[src/prpm_pkg.sv]
// prpm_pkg: shared types and constants of the pump rotation period monitor
// used by prpm_cfg, prpm_div and pump_rotation_period_monitor_core; no dependencies
package prpm_pkg;

	// register map, word index into the configuration space
	localparam logic [1:0] REG_UPPER_LIMIT     = 2'd0;
	localparam logic [1:0] REG_LOWER_LIMIT     = 2'd1;
	localparam logic [1:0] REG_BOLUS_ROTATIONS = 2'd2;
	localparam logic [1:0] REG_EXPECTED_PERIOD = 2'd3;

	// fixed limits of the period checks and the frequency report
	localparam logic [15:0] MIN_PERIOD     = 16'd200;
	localparam logic [16:0] LOWER_MARGIN   = 17'd500;
	localparam logic [15:0] PER_MIN_NUM    = 16'd60000;
	localparam logic [9:0]  PER_MIN_MAX    = 10'd1023;
	localparam logic [2:0]  SELFTEST_EVERY = 3'd4;
	localparam logic [15:0] ROT_MAX        = 16'hFFFF;

	typedef enum logic [2:0] {
		OP_TICK     = 3'd0,
		OP_START    = 3'd1,
		OP_BOLUS    = 3'd2,
		OP_SELFTEST = 3'd3,
		OP_STOP     = 3'd4
	} op_t;

	typedef enum logic [1:0] {
		MODE_IDLE     = 2'd0,
		MODE_STARTED  = 2'd1,
		MODE_BOLUS    = 2'd2,
		MODE_SELFTEST = 2'd3
	} mode_t;

	typedef enum logic [1:0] {
		ALARM_NONE     = 2'd0,
		ALARM_UNDERRUN = 2'd1,
		ALARM_OVERRUN  = 2'd2
	} alarm_t;

	typedef enum logic [1:0] {
		ST_IDLE = 2'd0,
		ST_EXEC = 2'd1,
		ST_DIV  = 2'd2,
		ST_OUT  = 2'd3
	} state_t;

	typedef struct packed {
		logic [15:0] upper_limit;
		logic [15:0] lower_limit;
		logic [15:0] bolus_rotations;
		logic [15:0] expected_period;
	} cfg_t;

	// divider request and response
	typedef struct packed {
		logic        start;
		logic [15:0] divisor;
	} div_req_t;

	typedef struct packed {
		logic        done;
		logic [15:0] quotient;
	} div_rsp_t;

endpackage

[src/pump_rotation_period_monitor_core.sv]
// pump rotation period monitor: one transaction in, one transaction out
// sequence: idle accepts the input and execute updates the state; when a falling edge updates
// the period, 16 steps of the serial divider follow and the quotient is taken, then
// the output state presents the result transaction
// throughput: one item at a time; a new input is taken only after the result is accepted
// reset: asynchronous active-low arst_n clears the sequencer and architectural state, registers to defaults
module pump_rotation_period_monitor_core #(
	parameter int TICK_SCALE = 100,
	parameter int MISS_LIMIT = 4
) (
	input  logic        clk,
	input  logic        arst_n,
	// stream input
	input  logic        s_tvalid,
	output logic        s_tready,
	input  logic [7:0]  s_tdata,   // [0] marker, [7:1] zero
	input  logic [2:0]  s_tuser,   // [2:0] operation
	// stream output
	output logic        m_tvalid,
	input  logic        m_tready,
	// [1:0] alarm, [2] bolus_done, [4:3] mode_now, [20:5] period,
	// [30:21] per_minute, [46:31] selftest_period, [63:47] deviation
	output logic [63:0] m_tdata,
	// configuration port
	input  logic        psel,
	input  logic        penable,
	input  logic        pwrite,
	input  logic [3:0]  paddr,
	input  logic [31:0] pwdata,
	output logic [31:0] prdata,
	output logic        pready
);
	import prpm_pkg::*;

	localparam int TICK_CAP_I = ((65535 / TICK_SCALE) < 1023) ? (65535 / TICK_SCALE) : 1023;
	localparam logic [9:0] TICK_CAP = 10'(TICK_CAP_I);
	localparam logic [9:0] SCALE    = 10'(TICK_SCALE);
	localparam logic [2:0] MISS_LIM = 3'(MISS_LIMIT);

	cfg_t     cfg;
	div_req_t div_req;
	div_rsp_t div_rsp;

	state_t state_q, state_n;

	// captured input transaction
	logic [2:0] op_q;
	logic       marker_q;

	// architectural state
	mode_t       mode_q, mode_n;
	logic [9:0]  fall_q, fall_n;
	logic [9:0]  low_q, low_n;
	logic        last_q, last_n;
	logic        armed_q, armed_n;
	logic [15:0] rot_q, rot_n;
	logic [2:0]  stc_q, stc_n;
	logic [2:0]  miss_q, miss_n;
	logic [15:0] period_q, period_n;
	logic [9:0]  permin_q;
	logic [15:0] selftest_q, selftest_n;
	alarm_t      alarm_q, alarm_n;
	logic        bdone_q, bdone_n;
	logic        div_go;

	// tick datapath
	logic [9:0]  fall_inc, low_inc;
	logic [19:0] low_prod, fall_prod;
	logic [15:0] p_rise;
	logic [16:0] p_margin;
	logic        fell;

	assign pready = 1'b1;

	prpm_cfg u_cfg (
		.clk     (clk),
		.arst_n  (arst_n),
		.psel    (psel),
		.penable (penable),
		.pwrite  (pwrite),
		.paddr   (paddr),
		.pwdata  (pwdata),
		.prdata  (prdata),
		.cfg     (cfg)
	);

	prpm_div u_div (
		.clk    (clk),
		.arst_n (arst_n),
		.req    (div_req),
		.rsp    (div_rsp)
	);

	// saturating tick counters and period products
	assign fall_inc  = (fall_q < TICK_CAP) ? fall_q + 10'd1 : TICK_CAP;
	assign low_inc   = (low_q < TICK_CAP) ? low_q + 10'd1 : TICK_CAP;
	assign low_prod  = 20'(low_inc) * 20'(SCALE);
	assign fall_prod = 20'(fall_inc) * 20'(SCALE);
	assign p_rise    = low_prod[15:0];
	assign p_margin  = {1'b0, p_rise} + LOWER_MARGIN;
	assign fell      = !marker_q && last_q;

	// next architectural state for the captured transaction
	always_comb begin
		mode_n     = mode_q;
		fall_n     = fall_q;
		low_n      = low_q;
		last_n     = last_q;
		armed_n    = armed_q;
		rot_n      = rot_q;
		stc_n      = stc_q;
		miss_n     = miss_q;
		period_n   = period_q;
		selftest_n = selftest_q;
		alarm_n    = ALARM_NONE;
		bdone_n    = 1'b0;
		div_go     = 1'b0;
		case (op_q)
			OP_TICK: begin
				if (mode_q == MODE_IDLE) begin
					miss_n = 3'd0;
				end else begin
					fall_n = fall_inc;
					low_n  = low_inc;
					// rise-to-rise check in started mode
					if (marker_q) begin
						if (!last_q && mode_q == MODE_STARTED) begin
							if (p_rise < MIN_PERIOD || p_rise > cfg.upper_limit) begin
								if (miss_q >= MISS_LIM) begin
									miss_n  = 3'd0;
									alarm_n = ALARM_UNDERRUN;
								end else begin
									miss_n = miss_q + 3'd1;
								end
							end else if (p_margin < {1'b0, cfg.lower_limit}) begin
								if (miss_q >= MISS_LIM) begin
									miss_n  = 3'd0;
									alarm_n = ALARM_OVERRUN;
								end else begin
									miss_n = miss_q + 3'd1;
								end
							end else begin
								miss_n = 3'd0;
							end
						end
						low_n = 10'd0;
					end
					// fall-to-fall rotation
					if (fell) begin
						if (!armed_q) begin
							armed_n = 1'b1;
							fall_n  = 10'd0;
						end else begin
							rot_n    = (rot_q != ROT_MAX) ? rot_q + 16'd1 : ROT_MAX;
							period_n = fall_prod[15:0];
							if (mode_q == MODE_BOLUS && rot_n >= cfg.bolus_rotations) begin
								bdone_n = 1'b1;
								mode_n  = MODE_IDLE;
								rot_n   = 16'd0;
								stc_n   = 3'd0;
							end
							if (mode_q == MODE_SELFTEST) begin
								stc_n = stc_q + 3'd1;
								if (stc_n >= SELFTEST_EVERY) begin
									selftest_n = period_n;
									stc_n      = 3'd0;
								end
							end
							div_go = 1'b1;
							fall_n = 10'd0;
						end
					end
					last_n = marker_q;
				end
			end
			OP_START: begin
				mode_n = MODE_STARTED;
				rot_n  = 16'd0;
			end
			OP_BOLUS: begin
				mode_n = MODE_BOLUS;
				rot_n  = 16'd0;
			end
			OP_SELFTEST: begin
				mode_n     = MODE_SELFTEST;
				selftest_n = 16'd0;
				fall_n     = 10'd0;
			end
			OP_STOP: begin
				mode_n = MODE_IDLE;
			end
			default: ;
		endcase
	end

	// sequencer next state and handshake outputs
	always_comb begin
		state_n         = state_q;
		s_tready        = 1'b0;
		m_tvalid        = 1'b0;
		div_req.start   = 1'b0;
		div_req.divisor = period_n;
		case (state_q)
			ST_IDLE: begin
				s_tready = 1'b1;
				if (s_tvalid) state_n = ST_EXEC;
			end
			ST_EXEC: begin
				div_req.start = div_go;
				state_n = div_go ? ST_DIV : ST_OUT;
			end
			ST_DIV: begin
				if (div_rsp.done) state_n = ST_OUT;
			end
			ST_OUT: begin
				m_tvalid = 1'b1;
				if (m_tready) state_n = ST_IDLE;
			end
			default: state_n = ST_IDLE;
		endcase
	end

	always_ff @(posedge clk or negedge arst_n) begin
		if (!arst_n) state_q <= ST_IDLE;
		else         state_q <= state_n;
	end

	// input capture
	always_ff @(posedge clk) begin
		if (s_tready && s_tvalid) begin
			op_q     <= s_tuser;
			marker_q <= s_tdata[0];
		end
	end

	// architectural state update
	always_ff @(posedge clk or negedge arst_n) begin
		if (!arst_n) begin
			mode_q     <= MODE_IDLE;
			fall_q     <= 10'd0;
			low_q      <= 10'd0;
			last_q     <= 1'b1;
			armed_q    <= 1'b0;
			rot_q      <= 16'd0;
			stc_q      <= 3'd0;
			miss_q     <= 3'd0;
			period_q   <= 16'd0;
			permin_q   <= 10'd0;
			selftest_q <= 16'd0;
			alarm_q    <= ALARM_NONE;
			bdone_q    <= 1'b0;
		end else begin
			if (state_q == ST_EXEC) begin
				mode_q     <= mode_n;
				fall_q     <= fall_n;
				low_q      <= low_n;
				last_q     <= last_n;
				armed_q    <= armed_n;
				rot_q      <= rot_n;
				stc_q      <= stc_n;
				miss_q     <= miss_n;
				period_q   <= period_n;
				selftest_q <= selftest_n;
				alarm_q    <= alarm_n;
				bdone_q    <= bdone_n;
			end
			// saturated frequency from the divider
			if (state_q == ST_DIV && div_rsp.done) begin
				permin_q <= (div_rsp.quotient > 16'(PER_MIN_MAX)) ? PER_MIN_MAX
				                                                : div_rsp.quotient[9:0];
			end
		end
	end

	// result transaction
	assign m_tdata = {
		{1'b0, period_q} - {1'b0, cfg.expected_period},
		selftest_q,
		permin_q,
		period_q,
		mode_q,
		bdone_q,
		alarm_q
	};

`ifndef ASSERT_OFF
	a_one_side: assert property (@(posedge clk) disable iff (!arst_n)
		!(s_tready && m_tvalid))
		else $error("input and output handshakes open together");

	a_bolus_idle: assert property (@(posedge clk) disable iff (!arst_n)
		(m_tvalid && bdone_q) |-> (mode_q == MODE_IDLE))
		else $error("bolus end without return to idle");

	a_miss_bound: assert property (@(posedge clk) disable iff (!arst_n)
		miss_q <= MISS_LIM)
		else $error("miss count above limit");

	a_div_done: assert property (@(posedge clk) disable iff (!arst_n)
		div_rsp.done |-> (state_q == ST_DIV))
		else $error("divider finished outside the divide state");
`endif

endmodule

[src/prpm_cfg.sv]
// prpm_cfg: configuration register file behind the register bus port
// depends on prpm_pkg for the register map and cfg_t
module prpm_cfg (
	input  logic               clk,
	input  logic               arst_n,
	input  logic               psel,
	input  logic               penable,
	input  logic               pwrite,
	input  logic [3:0]         paddr,
	input  logic [31:0]        pwdata,
	output logic [31:0]        prdata,
	output prpm_pkg::cfg_t     cfg
);
	import prpm_pkg::*;

	cfg_t cfg_q;
	logic wr_en;

	assign wr_en = psel && penable && pwrite;

	// register write on the access cycle
	always_ff @(posedge clk or negedge arst_n) begin
		if (!arst_n) begin
			cfg_q.upper_limit     <= 16'hFFFF;
			cfg_q.lower_limit     <= 16'd0;
			cfg_q.bolus_rotations <= 16'd100;
			cfg_q.expected_period <= 16'd0;
		end else if (wr_en) begin
			case (paddr[3:2])
				REG_UPPER_LIMIT:     cfg_q.upper_limit     <= pwdata[15:0];
				REG_LOWER_LIMIT:     cfg_q.lower_limit     <= pwdata[15:0];
				REG_BOLUS_ROTATIONS: cfg_q.bolus_rotations <= pwdata[15:0];
				REG_EXPECTED_PERIOD: cfg_q.expected_period <= pwdata[15:0];
				default: ;
			endcase
		end
	end

	// read mux
	always_comb begin
		case (paddr[3:2])
			REG_UPPER_LIMIT:     prdata = {16'd0, cfg_q.upper_limit};
			REG_LOWER_LIMIT:     prdata = {16'd0, cfg_q.lower_limit};
			REG_BOLUS_ROTATIONS: prdata = {16'd0, cfg_q.bolus_rotations};
			REG_EXPECTED_PERIOD: prdata = {16'd0, cfg_q.expected_period};
			default:             prdata = 32'd0;
		endcase
	end

	assign cfg = cfg_q;

endmodule

[src/prpm_div.sv]
// prpm_div: radix-2 restoring divider, 60000 over a 16-bit divisor, one bit per cycle
// depends on prpm_pkg for the request and response structs
module prpm_div (
	input  logic                clk,
	input  logic                arst_n,
	input  prpm_pkg::div_req_t  req,
	output prpm_pkg::div_rsp_t  rsp
);
	import prpm_pkg::*;

	logic        busy_q;
	logic        done_q;
	logic [3:0]  cnt_q;
	logic [15:0] rem_q;
	logic [15:0] quo_q;
	logic [15:0] div_q;

	logic [16:0] shifted;
	logic        fits;
	logic [16:0] diff;

	// one trial subtraction per cycle
	assign shifted = {rem_q, quo_q[15]};
	assign fits    = shifted >= {1'b0, div_q};
	assign diff    = shifted - {1'b0, div_q};

	// control
	always_ff @(posedge clk or negedge arst_n) begin
		if (!arst_n) begin
			busy_q <= 1'b0;
			done_q <= 1'b0;
			cnt_q  <= 4'd0;
		end else begin
			done_q <= 1'b0;
			if (req.start) begin
				busy_q <= 1'b1;
				cnt_q  <= 4'd0;
			end else if (busy_q) begin
				cnt_q <= cnt_q + 4'd1;
				if (cnt_q == 4'hF) begin
					busy_q <= 1'b0;
					done_q <= 1'b1;
				end
			end
		end
	end

	// datapath: remainder, quotient shifting in, divisor
	always_ff @(posedge clk) begin
		if (req.start) begin
			rem_q <= 16'd0;
			quo_q <= PER_MIN_NUM;
			div_q <= req.divisor;
		end else if (busy_q) begin
			rem_q <= fits ? diff[15:0] : shifted[15:0];
			quo_q <= {quo_q[14:0], fits};
		end
	end

	assign rsp.done     = done_q;
	assign rsp.quotient = quo_q;

endmodule
[config.mk]
export PLATFORM = sky130hd
export DESIGN_NAME = pump_rotation_period_monitor_core
export DESIGN_NICKNAME = d
export VERILOG_FILES = /design/src/prpm_pkg.sv /design/src/pump_rotation_period_monitor_core.sv /design/src/prpm_cfg.sv /design/src/prpm_div.sv
export SDC_FILE = /design/constraint.sdc
export NUM_CORES = 1
export LEC_CHECK = 0
export BUFFER_PORTS_ARGS = -buffer_cell sky130_fd_sc_hd__buf_4
export CAP_MARGIN = 15
export CORE_UTILIZATION = 35
export CTS_CLUSTER_DIAMETER = 150
export DETAILED_ROUTE_END_ITERATION = 8
export GPL_ROUTABILITY_DRIVEN = 0
export GPL_TIMING_DRIVEN = 0
export PLACE_DENSITY = 0.55
export REMOVE_ABC_BUFFERS = 1
export SYNTH_ARGS = -nofsm -noshare
export SYNTH_HDL_FRONTEND = slang
export SYNTH_SLANG_ARGS = --single-unit
[constraint.sdc]
create_clock -name clk -period 7.1 [get_ports clk]
set_input_delay 0 -clock clk [delete_from_list [all_inputs] [get_ports clk]]
set_output_delay 0 -clock clk [all_outputs]
set_load 0.01 [all_outputs]
# After elaboration in Yosys (flattened, before gate mapping)
# Cells that the tools add are included.
# word_totals
register_bits	215
wordCells	179
in_bits	54
output_inout_bits	99
# classes
magnitude_cmp	10
mul	2
n_reduce_logical	35
n_eq_ne	24
mux	72
n_addsub	9
bitwise	1
# op_table
cell	n
$mux W16	15
$pmux W32 S4	1
$pmux W16 S2	2
$mux W10	6
$mul A10 B5 Y14 const B	2
$mux W2	14
$mux W3	9
$add A10 B1 Y10 const B	2
$lt A10 B10 Y1 const B	2
$mux W1	20
$pmux W10 S2	1
$add A16 B9 Y17 const B	1
$ge A17 B16 Y1	1
$lt A17 B16 Y1	1
$sub A16 B16 Y17	1
$add A16 B1 Y16 const B	1
$ge A16 B16 Y1	1
$gt A16 B10 Y1 const B	1
$gt A16 B16 Y1	1
$lt A16 B8 Y1 const B	1
$ne A16 B16 Y1 const B	1
$ne A2 B2 Y1 const B	8
$sub A16 B16 Y16	1
$eq A2 B2 Y1 const B	6
other kinds (27)	54

# Depth between registers and ports, before layout
# Gate-level depths: netlist of the first run.
# depth
ltp_word	11
ltp_mapped	26
ltp_nobuf	26

# Hierarchy
# Synthesis of the first run repeated with hierarchy kept, for this count alone.
# unflattened
hier_cells	1485
hier_area_um2	14674.1
# by_module_without_submodules
mod	instances	cells_each	area_each_um2	seq_area_each_um2
pump_rotation_period_monitor_core	1	971	8484.4	2398.6
prpm_div	1	336	3171.8	1271.2
prpm_cfg	1	178	3017.9	1625.3

# Least setup slack after synthesis of the first run
# Ideal clock, no wire load.
# synth_timing
path_kind	register to register
start	reg low_q[0]
end	reg miss_q[0]
setup_time_ps	133
t_required_ps	6967
arrival_ps	5304
stages_incl_launch_ff	26
path_slack_ps	1662
path_buffers	0
cell_sequence	dfrtp_1 > ha_1 > and2_1 > nand2_1 > a21oi_1 > nor2_1 > ha_1 > ha_1 > inv_1 > fa_1 > inv_1 > ha_1 > and3_1 > a21oi_1 > or4b_1 > a21oi_1 > xnor2_1 > nand3_1 > xnor2_1 > ha_1 > nand3_1 > nor3_1 > a221o_1 > a41oi_1 > o311ai_1 > o21ai_1
# synth_via
elab_chain_cells	10
elab_cells_between_ends	14
# synth_rtl
element	line	source
start, declared	pump_rotation_period_monitor_core.sv:53	logic [9:0] low_q, low_n;
start signal, assigned	pump_rotation_period_monitor_core.sv:256	low_q <= low_n;
$add A10 B1 Y10 or $lt A10 B10 Y1 (tied branches)	pump_rotation_period_monitor_core.sv:96	assign low_inc = (low_q < TICK_CAP) ? low_q + 10'd1 : TICK_CAP;
$mux W10 *	pump_rotation_period_monitor_core.sv:96	
$mul A10 B5 Y14 *	pump_rotation_period_monitor_core.sv:97	assign low_prod = 20'(low_inc) * 20'(SCALE);
$add A16 B9 Y17	pump_rotation_period_monitor_core.sv:100	assign p_margin = {1'b0, p_rise} + LOWER_MARGIN;
$lt A17 B16 Y1	pump_rotation_period_monitor_core.sv:135	end else if (p_margin < {1'b0, cfg.lower_limit}) begin
$mux W3	pump_rotation_period_monitor_core.sv:135	
$mux W3 *	pump_rotation_period_monitor_core.sv:128	if (p_rise < MIN_PERIOD || p_rise > cfg.upper_limit) begin
$mux W3 *	pump_rotation_period_monitor_core.sv:127	if (!last_q && mode_q == MODE_STARTED) begin
$mux W3 *	pump_rotation_period_monitor_core.sv:126	if (marker_q) begin
$mux W3 *	pump_rotation_period_monitor_core.sv:120	if (mode_q == MODE_IDLE) begin
end signal, assigned	pump_rotation_period_monitor_core.sv:261	miss_q <= miss_n;
end, declared	pump_rotation_period_monitor_core.sv:58	logic [2:0] miss_q, miss_n;
# Mark *: on every way between the ends. The rest lies on a longest branch, timed or not. The select of a mux whose other input is x is not followed.
# A chain may end at the register's enable or synchronous reset.

# Worst setup path after layout of the first run
# layout_timing
start	reg low_q[0]
end	reg miss_q[2]
# Same word-level chain as after synthesis.

==> summary by stage, run 1 <==
Timing
Setup violations remaining at the end of the flow were counted as 0. Of the available clock period, the critical path in the final layout requires 0.889. The transition time at the pin with the least slew margin is 1060 ps. The max-slew violation total from the final report is 0. Summed over all failing endpoints, the final setup total negative slack is 0 ps. The routed design could run at a clock period as short as 6310 ps. The final hold violation count is 0. The fmax is 159 MHz.

The final worst clock skew is 17.5 ps. The worst hold-check slack is 40.5 ps. Setup repair after global routing left no endpoint under its margin.

In this run the tightest slew margin relative to its limit is 0.291.

Worst setup path
The endpoint class of the critical path is a flip-flop. The startpoint of the worst register-to-register path is low_q[0]$_DFFE_PN0P_. The capture point of the worst reg-to-reg path is miss_q[2]$_DFFE_PN0P_. The depth of the worst register-to-register path is 22.

The critical path capture point is miss_q[2]$_DFFE_PN0P_. The worst setup path is launched from a flip-flop. The kind of critical path is flip-flop to flip-flop. The maximum fanout along the worst path is 5. Across all register-to-register paths, the minimum setup slack is 790 ps. The launch point of the critical path is low_q[0]$_DFFE_PN0P_.

STA puts the critical path data required time at 7570 ps. The arrival time at the worst endpoint is 6780 ps.

Drt
Using the TritonRoute via totals, the vias-per-cell ratio works out to 5.13. The number of nets still failing antenna checks after routing is 0. The first routing iteration left 534 violations.

The routed length per placed instance is 17.2 um. The detailed-route wire length is 36200 um. The DRC violation count after routing is 0.

Detailed routing inserted a total of 10800 vias. For this run, the detailed router's first-pass iteration total came to 5.

Finish
Leaving out fill and tap cells, the most frequent cells in the layout are 152 x sky130_fd_sc_hd__ha_1, 141 x sky130_fd_sc_hd__nand2_1, 140 x sky130_fd_sc_hd__dfrtp_1. The net count reported at finish is 1788. The layout overhead on the synthesized area is 17.5%. The share of layout cells above drive strength 1 is 0.164.

The most common cell after layout, fill and taps aside is sky130_fd_sc_hd__ha_1. The count of antenna diodes in the layout is 0.

Power and ir drop
For this design the ratio of total power to cell area is 319 nW/um^2. The part of the total power dissipated in sequential elements is 0.307. The design draws 5260 uW. Of the total power, the share spent switching nets is 0.375. The part of the power in the clock network is 0.259.

The peak supply drop is 0.183 mV. Of the total power, combinational logic draws 0.434. Cell internal power was estimated by the tool at 3280 uW. Summed over all nets, the switching power comes to 1970 uW. The total leakage power is 0.00806 uW.

Placement
The sum of net half-perimeters after detailed placement is 27600 um. The number of input and output port buffers inserted is 108.

Global route
The number of global-route vias before repair is 10500. The first global-routing pass estimated 57600 um of wire. In the global route stage, overall resource usage came out at 0.178.

The met2 track demand over resource in global routing is 0.282. For met1 alone, demand over resource in global routing was 0.251. The initial antenna violation count is 0. The global routing's busiest layer is met2. The met3 layer usage reported by global route is 0.0237. The residual overflow from global routing is 0. Entering global routing, the biggest net connects 83 pins.

Yosys
The post-synthesis cell type count is 75. Counting flops with an async set or reset pin after synthesis yields a share of 0.756. The post-synthesis instance area is 14000 um^2. In this run, synthesis produced a sequential element count of 213. A synthesized cell averages 9.67 um^2. The number of enable flip-flop cells after synthesis is 20. Summed over all instances, the cell type with the most area after synthesis is sky130_fd_sc_hd__dfrtp_1. After technology mapping, the gate count stands at 1448.

Yosys attributes the largest share of cell area to sky130_fd_sc_hd__dfrtp_1 25%, sky130_fd_sc_hd__ha_1 14%, sky130_fd_sc_hd__dfxtp_1 4.6%. For this run, the register share of the synthesized area comes to 0.378. The most common flop cell mapped by yosys is sky130_fd_sc_hd__dfrtp_1. The top-area cell type share of the netlist area is 0.252.

For this run, the number of Yosys warnings is 0.

Clock network
The CTS tree is done. Counting along the longest clock path gives a buffer depth of 3. The cell sitting at the root of the clock tree is a sky130_fd_sc_hd__clkbuf_16. CTS saw 213 sinks. TritonCTS created 26 clock buffers. The total number of H-tree levels is 1. The later pin in the worst-skew pair is clocked with a latency of 540 ps. After clock tree synthesis, the clock-pin slew on the worst setup and hold paths is 60 ps.

Floorplan
During I/O placement, the number of pins put on the boundary was 153. The number of cell rows is 72. The die outline area is 40800 um^2. The die height is 202 um.

The floorplan step defined a core boundary enclosing 39100 um^2. The initial core utilization is 0.358. Measured along the x axis, the die boundary spans 202 um.

Status
The run finished with clean final reports.

Worst hold path
The kind of path behind the tightest hold check is input port to flip-flop.

Job
The number of maximum-capacitance violations is 0.
==> registers in the layout, indices dropped and copies added, names as in the netlist <==
name	cells
u_cfg.cfg	64
period_q	16
rot_q	16
u_div.div_q	16
u_div.quo_q	16
u_div.rem_q	16
selftest_q	14
fall_q	10
low_q	10
permin_q	10
u_div.cnt_q	4
miss_q	3
op_q	3
stc_q	3
alarm_q	2
mode_q	2
state_q	2
armed_q	1
bdone_q	1
last_q	1
marker_q	1
u_div.busy_q	1
u_div.done_q	1
==> routing by layer <==
metal,part of all wire,vias to the layer above
li1,-,5316
met1,0.47,5221
met2,0.45,225
met3,0.044,49
met4,0.032,0
met5,0,-
==> worst min-delay path by stage <==
stage,endpoint,depth (start not counted),from,slack [ps]
finish,state_q[0]$_DFFE_PN0P_,4,s_tvalid,40
detailed placement,permin_q[7]$_DFFE_PN0P_,1,arst_n,60
floorplan,alarm_q[0]$_DFFE_PN0P_,0,arst_n,-300
global route,state_q[0]$_DFFE_PN0P_,4,s_tvalid,60
CTS,state_q[0]$_DFFE_PN0P_,4,s_tvalid,20
global placement,marker_q$_DFFE_PP_,1,s_tdata[0],190
==> through the flow <==
stage	utilization	cells	setup slack (ps)	area, um^2
floorplan	-	1402	1660	13800
global placement	0.389	2028	899	15200
detailed placement	0.392	2033	840	15300
CTS	0.421	2108	822	16500
global route	0.421	2108	295	16500
finish	0.421	2108	791	16500
==> worst max-delay path, stage by stage (launching register included) <==
cell                       delay [ps]
sky130_fd_sc_hd__dfrtp_1          430
sky130_fd_sc_hd__ha_1             260
sky130_fd_sc_hd__and2_1           190
sky130_fd_sc_hd__nand2_1          120
sky130_fd_sc_hd__a21o_1           210
sky130_fd_sc_hd__nand2_1          170
sky130_fd_sc_hd__ha_1             330
sky130_fd_sc_hd__ha_1             310
sky130_fd_sc_hd__fa_1             470
sky130_fd_sc_hd__ha_1             360
sky130_fd_sc_hd__xnor2_1          240
sky130_fd_sc_hd__or3_1            370
sky130_fd_sc_hd__nor4_1           680
sky130_fd_sc_hd__nor2_1           170
sky130_fd_sc_hd__xor2_1           190
sky130_fd_sc_hd__ha_1             340
sky130_fd_sc_hd__a21oi_1          130
sky130_fd_sc_hd__o21ai_0          110
sky130_fd_sc_hd__a21o_1           190
sky130_fd_sc_hd__a221o_1          340
sky130_fd_sc_hd__a41oi_1          270
sky130_fd_sc_hd__o311ai_1         190
sky130_fd_sc_hd__o21ai_1          160
==> what timing repair did <==
item,CTS,global route
buffers inserted,0,0
gates resized for setup,0,0
hold buffers,27,0
hold endpoints to repair,150,0
endpoints found under the setup margin,0,0
==> Yosys cell counts, types with 9 or more instances <==
| cell | n |
|---|---|
| sky130_fd_sc_hd__xnor2_1 | 51 |
| sky130_fd_sc_hd__dfstp_2 | 20 |
| sky130_fd_sc_hd__and3_1 | 15 |
| sky130_fd_sc_hd__a31oi_1 | 12 |
| sky130_fd_sc_hd__buf_4 | 21 |
| sky130_fd_sc_hd__xor2_1 | 25 |
| sky130_fd_sc_hd__edfxtp_1 | 20 |
| sky130_fd_sc_hd__o21ai_0 | 75 |
| sky130_fd_sc_hd__a21o_1 | 21 |
| sky130_fd_sc_hd__clkbuf_1 | 39 |
| sky130_fd_sc_hd__nand2_1 | 141 |
| sky130_fd_sc_hd__ha_1 | 152 |
| sky130_fd_sc_hd__mux2i_1 | 27 |
| sky130_fd_sc_hd__nand4_1 | 13 |
| sky130_fd_sc_hd__dfrtp_1 | 141 |
| sky130_fd_sc_hd__a22o_1 | 43 |
| sky130_fd_sc_hd__and2_1 | 12 |
| sky130_fd_sc_hd__or3_1 | 10 |
| sky130_fd_sc_hd__nor3_1 | 16 |
| sky130_fd_sc_hd__a21oi_1 | 69 |
| sky130_fd_sc_hd__o21a_1 | 9 |
| sky130_fd_sc_hd__mux4_2 | 16 |
| sky130_fd_sc_hd__nand3_1 | 22 |
| sky130_fd_sc_hd__mux2_2 | 51 |
| sky130_fd_sc_hd__dfxtp_1 | 32 |
| sky130_fd_sc_hd__nand2b_1 | 12 |
| sky130_fd_sc_hd__o21ai_1 | 11 |
| sky130_fd_sc_hd__nor2_1 | 118 |
| sky130_fd_sc_hd__fa_1 | 12 |
| sky130_fd_sc_hd__inv_1 | 133 |
| sky130_fd_sc_hd__nor2b_1 | 11 |
==> kinds of logic (layout without fill, tap and decap cells) <==
logic type,count (synthesis),after routing,share of synthesized area
simple gates,405,405,0.137
other cells,2,19,0.000536
fa+ha+maj,164,164,0.153
buf+inv,198,323,0.0588
xor+xnor,77,77,0.0487
compound gates,295,295,0.138
flops,213,213,0.378
mux,94,94,0.0860
==> final cells by class <==
class	count	area (um^2)
fillers	3856	22600
multi-input cells	1054	7960
flip-flops and latches	213	5300
repair buffers	140	1170
clock buffers	33	718
well taps	518	648
inverters	135	508
clock inverters	15	156
==> power groups by stage <==
stage / logic [uW] / registers (uW) / clock network, uW
final: 2280 / 1620 / 1360
after global routing: 2540 / 1640 / 1450
after CTS: 2310 / 1610 / 1400
after detailed placement: 2270 / 1640 / 0
after global placement: 2230 / 1630 / 0
after floorplan: 1580 / 1590 / 0
No activity file was read; power rests on OpenSTA's default activity.
==> inputs of run 2 (changes only) <==
- ABC_AREA: unset -> 1
==> summary by stage, run 2 <==
Finish
The count of antenna diodes in the layout is 0 (unchanged). The flip-flop count of the largest register, all copies and words added was 64 (unchanged). The count of filler cells inserted in the layout is 4136 (+7.3%). The share of layout cells above drive strength 1 is 0.122 (-0.0422).

Leaving out fill and tap cells, the most frequent cell in the layout is sky130_fd_sc_hd__nand2_1. The net count reported at finish is 2217 (+24%). The final cell count without fillers was 2550 (+21%). The layout overhead on the synthesized area is 16.4%. The core utilization of the finished layout came to 0.414 (-0.00670). Leaving out fill and tap cells, the most frequent cells in the layout are 423 x sky130_fd_sc_hd__nand2_1, 315 x sky130_fd_sc_hd__inv_1, 162 x sky130_fd_sc_hd__o21ai_0.

Global route
The number of global-route vias before repair is 12100 (+15%). The maximum number of pins on one net before global-route repair is 111 (+34%). The overall routing resource usage is 0.184 (+0.00541). The global-route wire length before repair came to 62100 um (+7.9%). The initial antenna violation count was 0 (unchanged). The residual overflow from global routing is 0 (unchanged).

Clock network
The maximum clock path buffer count is 3 (unchanged). TritonCTS built the clock tree. The number of sinks handled by clock tree synthesis came to 213 (unchanged). The number of buffers created by CTS is 25 (-3.8%). The root buffer selected by CTS is sky130_fd_sc_hd__clkbuf_16.

The clock-pin transition on the worst setup and hold timing paths is 60 ps (about the same). The post-CTS setup repair buffer count is 0 (unchanged). The count of instances resized after the clock tree is built is 0 (unchanged). The clock latency on the worst-skew pair is 550 ps (about the same).

The hold buffer count at CTS is 25 (-7.4%). The total number of H-tree levels came to 1 (unchanged).

Yosys
The cell count after synthesis is 1877 (+30%). The most common flop cell mapped by yosys is sky130_fd_sc_hd__dfrtp_1. By instance count, the leading cell after synthesis is sky130_fd_sc_hd__nand2_1.

The number of enable flip-flop cells after synthesis came to 20 (unchanged). The synthesis-stage register bit count was 213 (unchanged). The number of warnings issued by yosys came to 0 (unchanged). Yosys attributes the largest share of cell area to sky130_fd_sc_hd__dfrtp_1 24%, sky130_fd_sc_hd__ha_1 13%, sky130_fd_sc_hd__nand2_1 11%.

The post-synthesis cell type count is 61 (-19%). The post-synthesis instance area is 14600 um^2 (+4.3%). The dominant cell type by area after synthesis is sky130_fd_sc_hd__dfrtp_1. The mean cell area of the mapped netlist is 7.78 um^2 (-20%).

The sequential-to-total area share from yosys stat is 0.363 (-0.0154). The top-area cell type share of the netlist area is 0.242 (-0.0103). Ranked by instance count, the synthesized netlist is headed by 423 x sky130_fd_sc_hd__nand2_1, 315 x sky130_fd_sc_hd__inv_1, 162 x sky130_fd_sc_hd__o21ai_0, 152 x sky130_fd_sc_hd__ha_1, 141 x sky130_fd_sc_hd__dfrtp_1.

The async set-or-reset flop fraction in the synthesized netlist came to 0.756 (unchanged).

Worst setup path
The number of buffer and inverter stages on the critical path was 3 (+3). STA classifies the critical path endpoint as a flip-flop. The startpoint of the worst register-to-register path is low_q[0]$_DFFE_PN0P_. The startpoint kind of the worst setup timing path is a flip-flop. In this design, the critical path's most frequently occurring cell is sky130_fd_sc_hd__nand2_1.

The longest individual stage delay on the worst path is 530 ps (-150 ps). The critical path is of the flip-flop to flip-flop type. The most critical setup path has its startpoint at low_q[0]$_DFFE_PN0P_. The largest delay contributor family on the critical path is simple AND/OR/NAND/NOR gates. The maximum fanout along the worst path is 5 (unchanged). The arrival time at the worst endpoint is 6110 ps (-670 ps).

The setup slack on the worst flop-to-flop path is 1470 ps (+680 ps). The critical path's slowest cell is sky130_fd_sc_hd__nor3_1. The worst endpoint required time came to 7590 ps (+20 ps).

Timing
The post-route setup TNS was 0 ps (unchanged). The fmax is 178 MHz (+12%). The max-slew violation total from the final report came to 0 (unchanged). The worst hold-check slack is 164 ps (+123 ps). The total setup violations reported at the end of the flow is 0 (unchanged). Setup repair after global routing left no endpoint under its margin. The shortest clock period the worst path allows after layout is 5630 ps (-682 ps). The final hold violation count is 0 (unchanged). The transition time at the pin with the least slew margin was 1120 ps (+59.1 ps). The portion of the clock cycle consumed by the worst path in the final layout is 0.793 (-0.0960). The final worst clock skew was 26.0 ps (+8.48 ps). The worst slew slack as a fraction of its limit is 0.250 (-0.0414).

Status
The checks that failed: DRC. The run finished, with violations left.

Floorplan
The die height was 206 um (+2.1%). The core footprint is 41000 um^2 (+4.9%). The width of the die was 206 um (+2.1%). The die outline area was 42500 um^2 (+4.2%). The initial core utilization came to 0.356 (-0.00224). The number of primary I/O pins is 153 (unchanged). The number of cell rows came to 74 (+2.8%).

Drt
The routed length on met2 was 19200 um (+18%). After detailed routing, no signal wire sits above met4. The DRC violation count after routing is 16 (+16).

The wire length the detailed router placed on met1 is 17500 um (+2.4%). The detailed-route wire length came to 38700 um (+7.0%). The routed via count is 12500 (+15%). The amount of wire on met3 after detailed routing was 1330 um (-16%). The number of design-rule violations left by the first detailed-router iteration came to 614 (+15%). The routed length per placed instance is 15.2 um (-12%). The number of iterations in the first detailed-routing pass came to 7 (+2). The via count normalized by instance count is 4.89 (-4.7%).

The number of nets still failing antenna checks after routing is 0 (unchanged).

Placement
The number of input and output port buffers inserted was 108 (unchanged). The sum of net half-perimeters after detailed placement was 29900 um (+8.4%). The cell count after placement came to 2479 (+22%).

Power and ir drop
The total leakage power is 0.00897 uW (+11%). The part of the power in the clock network is 0.322 (+0.063). The total internal power is 2700 uW (-18%). The part of the total power dissipated in sequential elements is 0.356 (+0.049). The power share of the combinational group is 0.322 (-0.112).

The peak supply drop is 0.200 mV (+9.1%). The total net switching power is 1500 uW (-24%). The fraction of power spent switching nets is 0.357 (-0.0187). The total power per unit cell area is 247 nW/um^2 (-23%).

Worst hold path
The startpoint of the most critical hold path is s_tuser[0]. The worst hold path belongs to the class input port to flip-flop.

Job
The number of maximum-capacitance violations is 0 (unchanged).
[run 2: changes by cell type in the layout (fill, tap and decap cells not counted), sizes merged, moves of 27 or more]
cell and change:
nand2 +295, inv +195, o21ai +102, nand3 +60, mux2 -51, a22o -41, xnor2 -39, mux2i -27
[run 2: kinds of logic after synthesis]
logic type | after synthesis | share of synthesized area
AO/OA/AOI/OAI | 371 | 0.149
XOR/XNOR | 46 | 0.0281
adder cells (fa/ha/maj) | 164 | 0.147
buffers and inverters | 388 | 0.108
flip-flops | 213 | 0.363
other | 2 | 0.000514
AND/OR/NAND/NOR | 693 | 0.205
[run 2: power by group through the flow]
stage	clock, uW	combinational (uW)	sequential (uW)
2_1_floorplan	0	896	1490
3_3_place_gp	0	1330	1510
3_5_place_dp	0	1360	1520
4_1_cts	1380	1380	1490
5_1_grt	1430	1560	1520
6_report	1350	1350	1490
[run 2: path summary, 6_finish.rpt]
path                            cells past startpoint                        end
worst min register to register                      2        armed_q$_DFFE_PN0P_
worst min-delay path                                2          op_q[0]$_DFFE_PP_
max in group asynchronous                           4    permin_q[9]$_DFFE_PN0P_
worst max register to register                     33      miss_q[0]$_DFFE_PN0P_
min in group asynchronous                           3  u_cfg.cfg[24]$_DFFE_PN0P_
worst max-delay path                               33      miss_q[0]$_DFFE_PN0P_
[run 2: layer usage]
layer | up-vias | global-route usage
li1 | 6339 | -
met1 | 5876 | 0.234
met2 | 198 | 0.331
met3 | 45 | 0.0200
met4 | 0 | 0.0407
met5 | - | 0
[run 2: through the flow]
stage          setup WS (ps)  instance area, um^2  power (uW)
2_1_floorplan           2380                14300        2380
3_3_place_gp            1500                15800        2840
3_5_place_dp            1420                15900        2880
4_1_cts                 1410                17000        4260
5_1_grt                 1010                17000        4510
6_report                1470                17000        4200
[run 2: final cells by class]
| type | count | area (um^2) | share of cell area |
|---|---|---|---|
| Clock buffer | 34 | 731 | 0.0430 |
| Multi-Input combinational cell | 1293 | 7790 | 0.459 |
| Clock inverter | 12 | 138 | 0.00810 |
| Timing Repair Buffer | 137 | 1130 | 0.0664 |
| Tap cell | 532 | 666 | 0.0392 |
| Inverter | 329 | 1240 | 0.0729 |
| Sequential cell | 213 | 5300 | 0.312 |
[run 2: worst reg2reg max path, delay by kind of cell (launching register included)]
| family | cells | cell delay [ps] |
|---|---|---|
| AO/OA/AOI/OAI | 2 | 300 |
| XOR/XNOR | 1 | 200 |
| adder cells (fa/ha/maj) | 6 | 2030 |
| buffers and inverters | 3 | 140 |
| flip-flops | 1 | 400 |
| AND/OR/NAND/NOR | 21 | 2510 |
